--- config.mk ---
export PLATFORM = sky130hd
export DESIGN_NAME = dsr_scale
export DESIGN_NICKNAME = d
export VERILOG_FILES = /design/src/dsr_pkg.sv /design/src/dsr_scale.sv
export SDC_FILE = /design/constraint.sdc
export NUM_CORES = 2
export LEC_CHECK = 0
export CAP_MARGIN = 5
export CORE_MARGIN = 2
export CORE_UTILIZATION = 60
export CTS_CLUSTER_DIAMETER = 50
export DETAILED_ROUTE_END_ITERATION = 10
export DONT_BUFFER_PORTS = 1
export HOLD_SLACK_MARGIN = 0.1
export PLACE_DENSITY_LB_ADDON = 0.1
export SLEW_MARGIN = 0
export SYNTH_ARGS = -nofsm -noshare
export SYNTH_HDL_FRONTEND = slang
export SYNTH_SLANG_ARGS = --single-unit
--- constraint.sdc ---
create_clock -name clock -period 8.2 [get_ports clock]
set_clock_uncertainty 0.2 [all_clocks]
set_input_delay 0.41 -clock clock [delete_from_list [all_inputs] [get_ports clock]]
set_output_delay 0.41 -clock clock [all_outputs]
set_load 0.005 [all_outputs]
--- src/dsr_pkg.sv ---
// Shared types and constants of the double-precision square root pipeline.
`default_nettype none
package dsr_pkg;

   localparam int MANT_W   = 53;  // significand with its hidden bit
   localparam int REM_W    = 54;  // divider partial remainder
   localparam int QUO_BITS = 55;  // quotient bits per division
   localparam int EXP_W    = 12;  // unbiased exponent, two's complement
   localparam int PROD_W   = 106; // significand product

   localparam logic [10:0] EXP_ALL_ONES = 11'h7FF;
   localparam logic [63:0] QUIET_BIT    = 64'h0008_0000_0000_0000;
   localparam logic [52:0] ROOT2_MANT   = 53'h16_A09E_667F_3BCD;

   typedef struct packed {
      logic             special;
      logic [63:0]      spec_bits;
      logic             invalid;
      logic [EXP_W-1:0] exp;
   } side_type;

   typedef struct packed {
      logic [MANT_W-1:0] m;
      logic [MANT_W-1:0] y;
      side_type          side;
   } iter_type;

   typedef struct packed {
      logic [63:0] root;
      logic        invalid;
   } res_type;

endpackage
`default_nettype wire

--- src/dsr_scale.sv ---
// Odd-exponent multiply by the square root of two, rounding and result packing.
`default_nettype none
module dsr_scale
   import dsr_pkg::*;
(
   input  wire logic     clock,
   input  wire logic     reset,
   input  wire logic     en,
   input  wire logic     in_valid,
   input  wire iter_type in_item,
   output logic          out_valid,
   output res_type       out_res
);

   localparam int LO_W = 27;
   localparam int HI_W = MANT_W - LO_W;

   logic                   vld_a_ff;
   logic [MANT_W-1:0]      y_a_ff;
   side_type               side_a_ff;
   logic [2*HI_W-1:0]      pp_hh_ff;
   logic [HI_W+LO_W-1:0]   pp_hl_ff, pp_lh_ff;
   logic [2*LO_W-1:0]      pp_ll_ff;

   always_ff @(posedge clock) begin
      if (reset) begin
         vld_a_ff <= 1'b0;
      end else if (en) begin
         vld_a_ff <= in_valid;
      end
      if (en) begin
         y_a_ff    <= in_item.y;
         side_a_ff <= in_item.side;
         pp_hh_ff  <= in_item.y[MANT_W-1:LO_W] * ROOT2_MANT[MANT_W-1:LO_W];
         pp_hl_ff  <= in_item.y[MANT_W-1:LO_W] * ROOT2_MANT[LO_W-1:0];
         pp_lh_ff  <= in_item.y[LO_W-1:0] * ROOT2_MANT[MANT_W-1:LO_W];
         pp_ll_ff  <= in_item.y[LO_W-1:0] * ROOT2_MANT[LO_W-1:0];
      end
   end

   logic              vld_b_ff;
   logic [MANT_W-1:0] y_b_ff;
   side_type          side_b_ff;
   logic [PROD_W-1:0] prod_ff, prod_in;

   always_comb begin
      prod_in = (PROD_W'(pp_hh_ff) << (2*LO_W))
              + (PROD_W'(pp_hl_ff) << LO_W)
              + (PROD_W'(pp_lh_ff) << LO_W)
              + PROD_W'(pp_ll_ff);
   end

   always_ff @(posedge clock) begin
      if (reset) begin
         vld_b_ff <= 1'b0;
      end else if (en) begin
         vld_b_ff <= vld_a_ff;
      end
      if (en) begin
         y_b_ff    <= y_a_ff;
         side_b_ff <= side_a_ff;
         prod_ff   <= prod_in;
      end
   end

   logic    vld_c_ff;
   res_type res_c_ff, res_c_in;

   always_comb begin
      logic [MANT_W-1:0] base;
      logic              guard, sticky, up, bump;
      logic [MANT_W:0]   mv;
      logic [51:0]       frac;
      logic [EXP_W-1:0]  half, bexp;
      if (prod_ff[PROD_W-1]) begin
         base   = prod_ff[PROD_W-1:PROD_W-MANT_W];
         guard  = prod_ff[PROD_W-MANT_W-1];
         sticky = (prod_ff[PROD_W-MANT_W-2:0] != '0);
      end else begin
         base   = prod_ff[PROD_W-2:PROD_W-MANT_W-1];
         guard  = prod_ff[PROD_W-MANT_W-2];
         sticky = (prod_ff[PROD_W-MANT_W-3:0] != '0);
      end
      up = guard & (sticky | base[0]);
      mv = {1'b0, base} + {{MANT_W{1'b0}}, up};
      if (side_b_ff.exp[0]) begin
         frac = mv[MANT_W] ? 52'd0 : mv[51:0];
         bump = prod_ff[PROD_W-1] | mv[MANT_W];
      end else begin
         frac = y_b_ff[51:0];
         bump = 1'b0;
      end
      // Half the exponent rounded down serves both parities.
      half = {side_b_ff.exp[EXP_W-1], side_b_ff.exp[EXP_W-1:1]};
      bexp = half + 12'd1023 + {11'd0, bump};
      if (side_b_ff.special) begin
         res_c_in.root = side_b_ff.spec_bits;
      end else begin
         res_c_in.root = {1'b0, bexp[10:0], frac};
      end
      res_c_in.invalid = side_b_ff.special & side_b_ff.invalid;
   end

   always_ff @(posedge clock) begin
      if (reset) begin
         vld_c_ff <= 1'b0;
      end else if (en) begin
         vld_c_ff <= vld_b_ff;
      end
      if (en) begin
         res_c_ff <= res_c_in;
      end
   end

   assign out_valid = vld_c_ff;
   assign out_res   = res_c_ff;

endmodule
`default_nettype wire

==> impl_metrics.env <==
export IMPL_clk_path_buf_depth=3
export IMPL_gp_congestion=1.01
export IMPL_die_y_um=357
export IMPL_start_util_pct=60.5
export IMPL_arrival_ns=8.02
export IMPL_cts_buffers=79
export IMPL_synth_edf_count=631
export IMPL_setup_violations_final=0
export IMPL_row_count=129
export IMPL_hpwl_um=182000
export IMPL_synth_top_area_cell="fa_1"
export IMPL_dieArea_sq_um=128000
export IMPL_cts_tree="done"
export IMPL_reg2reg_slack_ns=2.25
export IMPL_wl_per_cell_um=25.7
export IMPL_fmax_ghz=0.128
export IMPL_vias=50200
export IMPL_worstMarginPinSlew_ns=1.33
export IMPL_clock_root_buffer="clkbuf_16"
export IMPL_max_cap_violations=0
export IMPL_async_reset_ff_share_pct=0
export IMPL_fill_cells=9716
export IMPL_via_per_inst=5.81
export IMPL_h_tree_depth=3
export IMPL_ys_seq_elements=634
export IMPL_io_pins=254
export IMPL_clk_latency_ns=0.68
export IMPL_hold_end="pp_ll_ff[46]$_DFFE_PP_"
export IMPL_worstHoldStart="en"
export IMPL_wirelength_um=223000
export IMPL_synth_area_top_cells="fa_1, edfxtp_1, ha_1, inv_1, xnor2_1"
export IMPL_grt_pass1_vias=52000
export IMPL_grt_pass1_wl_um=332000
export IMPL_post_cts_buffers=0
export IMPL_drc_errors=66
export IMPL_seq_area_frac_synth_pct=25.4
export IMPL_die_x_um=357
export IMPL_core_sq_um=124000
export IMPL_finalNetCount=9233
export IMPL_multiInputGateArea_sq_um=49200
export IMPL_setup_tns_ns=0
export IMPL_post_route_min_period_ns=7.81
export IMPL_crit_type="primary input to register"
export IMPL_synth_flop_cell="edfxtp_1"
export IMPL_period_share_pct=95.2
export IMPL_drive_gt1_share_pct=3.46
export IMPL_cp_required_ns=8.41
export IMPL_crit_path_max_fanout=15
export IMPL_startpoint_type="primary input"
export IMPL_syn_nets=9048
export IMPL_outcome="finished, violations left"
export IMPL_antenna_found_initial=17
export IMPL_regArea_sq_um=19000
export IMPL_synth_cell_type_count=91
export IMPL_grt_max_degree=442
export IMPL_rr_startpoint="pp_hl_ff[4]$_DFFE_PP_"
export IMPL_synth_area_sq_um=74900
export IMPL_synthTopCellsByCount="inv_1, fa_1, ha_1"
export IMPL_dr_pass1_iters=11
export IMPL_overflow=0
export IMPL_synth_cells=6749
export IMPL_synth_most_common_cell="inv_1"
export IMPL_syn_to_final_growth_pct=8.22
export IMPL_cts_resized=0
export IMPL_rr_worst_depth=12
export IMPL_min_path_cells=1
export IMPL_grtUsageTotal_pct=35.8
export IMPL_drt_iter0_markers=4796
export IMPL_syn_avg_cell_area_sq_um=11.1
export IMPL_clk_pin_slew_ns=0.05
export IMPL_grt_setup_unrepaired="no"
export IMPL_clock_sinks=634
export IMPL_ant_nets=0
export IMPL_port_buffers=0
export IMPL_r2r_end="prod_ff[63]$_DFFE_PP_"
export IMPL_min_delay_path_class="primary input to register"
export IMPL_failed_checks="design-rule violations"
export IMPL_synth_top_cell_area_share_pct=29.7
export IMPL_slew_headroom_pct=10.7
export IMPL_yosysWarnings=0
export IMPL_worst_setup_path_end_kind="register"
export IMPL_hold_viol=0
export IMPL_slew_viol_final=0
state kept, by name (all words and copies together), names as in the netlist:
| signal | cells |
|---|---|
| prod_ff | 104 |
| side_a_ff | 78 |
| side_b_ff | 78 |
| out_res | 65 |
| pp_ll_ff | 52 |
| y_a_ff | 52 |
| y_b_ff | 52 |
| pp_hl_ff | 51 |
| pp_lh_ff | 50 |
| pp_hh_ff | 49 |
| out_valid | 1 |
| vld_a_ff | 1 |
| vld_b_ff | 1 |
cell families (layout without fill, tap and decap cells):
family,count (synthesis),in the layout,synth area share [%]
xor+xnor,386,386,4.51
simple gates,865,865,5.86
buf+inv,1752,2000,8.95
fa+ha+maj,2111,2111,46.4
compound gates,930,930,7.91
flops,634,634,25.4
other cells,0,9,0
mux,71,71,0.964
layout by cell type, fill, tap and decap left out, types with 21 or more instances in the layout:
cell | synthesis | routed
a21oi_1 | 288 | 288
dlygate4sd3_1 | 2 | 133
fa_1 | 1112 | 1112
nor2b_1 | 38 | 38
clkbuf_16 | 0 | 79
xnor2_1 | 218 | 218
o21a_1 | 24 | 24
buf_4 | 2 | 61
nand3_1 | 88 | 88
and2_1 | 38 | 38
ha_1 | 999 | 999
o211ai_1 | 21 | 21
edfxtp_1 | 631 | 631
nand4_1 | 42 | 42
xor2_1 | 168 | 168
o21bai_1 | 41 | 41
o21ai_1 | 21 | 21
a211oi_1 | 41 | 41
nor2_1 | 148 | 148
o21ai_0 | 175 | 175
a31oi_1 | 27 | 27
and3_1 | 43 | 43
mux2i_1 | 62 | 62
inv_1 | 1657 | 1657
nand2_1 | 263 | 263
nor3_1 | 47 | 47
nand2b_1 | 48 | 48
a21o_1 | 161 | 161
how the worst max path moves through the flow:
stage / startpoint / slack (ns) / to
global placement: in_item[110] / 0.09 / pp_hl_ff[47]$_DFFE_PP_
floorplan: in_item[110] / 0.82 / pp_hl_ff[44]$_DFFE_PP_
finish: in_item[78] / 0.39 / pp_ll_ff[53]$_DFFE_PP_
detailed placement: in_item[110] / 0.10 / pp_hl_ff[47]$_DFFE_PP_
CTS: in_item[78] / 0.62 / pp_ll_ff[53]$_DFFE_PP_
global route: in_item[78] / 0.26 / pp_ll_ff[50]$_DFFE_PP_
per-stage QoR:
step | setup slack, ns | hold WS [ns] | utilization (%) | instance area [sq um] | std cells
after floorplan | 0.818 | 0.200 | - | 74900 | 6749
after detailed placement | 0.103 | 0.205 | 62.1 | 76900 | 8354
after global routing | 0.259 | 0.141 | 65.4 | 81000 | 8635
after CTS | 0.618 | 0.113 | 65.4 | 81000 | 8632
final | 0.391 | 0.135 | 65.5 | 81000 | 8643
after global placement | 0.0862 | 0.200 | 62.1 | 76900 | 8354
routing by layer:
metal / vias to the layer above / global-route usage [%] / routed length (um)
li1: 22400 / - / -
met3: 394 / 10.6 / 24300
met1: 25200 / 52.0 / 96500
met5: - / 0 / 44
met4: 8 / 9.76 / 6980
met2: 2223 / 52.7 / 94600
repair_timing:
action	4_1_cts	5_1_grt
hold endpoints to repair	335	0
hold buffers	134	0
setup endpoints to repair	0	0
worst max-delay path, cell delays in order:
cell	delay, ns
dlygate4sd3_1	0.97
ha_1	0.43
inv_1	0.09
fa_1	0.36
inv_1	0.16
fa_1	0.46
fa_1	0.59
fa_1	0.46
fa_1	0.52
fa_1	0.43
ha_1	0.40
a21o_1	0.22
a21o_1	0.16
a21oi_1	0.21
nand4_1	0.51
a31o_2	0.49
a211o_1	0.37
a211oi_1	0.32
o41ai_1	0.18
buf_4	0.18
xnor2_1	0.11
layout make-up:
| type | count | share of cell area, % |
|---|---|---|
| Inverter | 1659 | 7.68 |
| Clock buffer | 95 | 2.54 |
| Clock inverter | 49 | 0.758 |
| Sequential cell | 634 | 23.5 |
| Tap cell | 1637 | 2.53 |
| Antenna cell | 9 | 0.0278 |
| Multi-Input combinational cell | 4363 | 60.7 |
| Timing Repair Buffer | 197 | 2.31 |
Power is not shown: default switching activity piles up to over one toggle a cycle in this logic, so the estimate is an artifact.
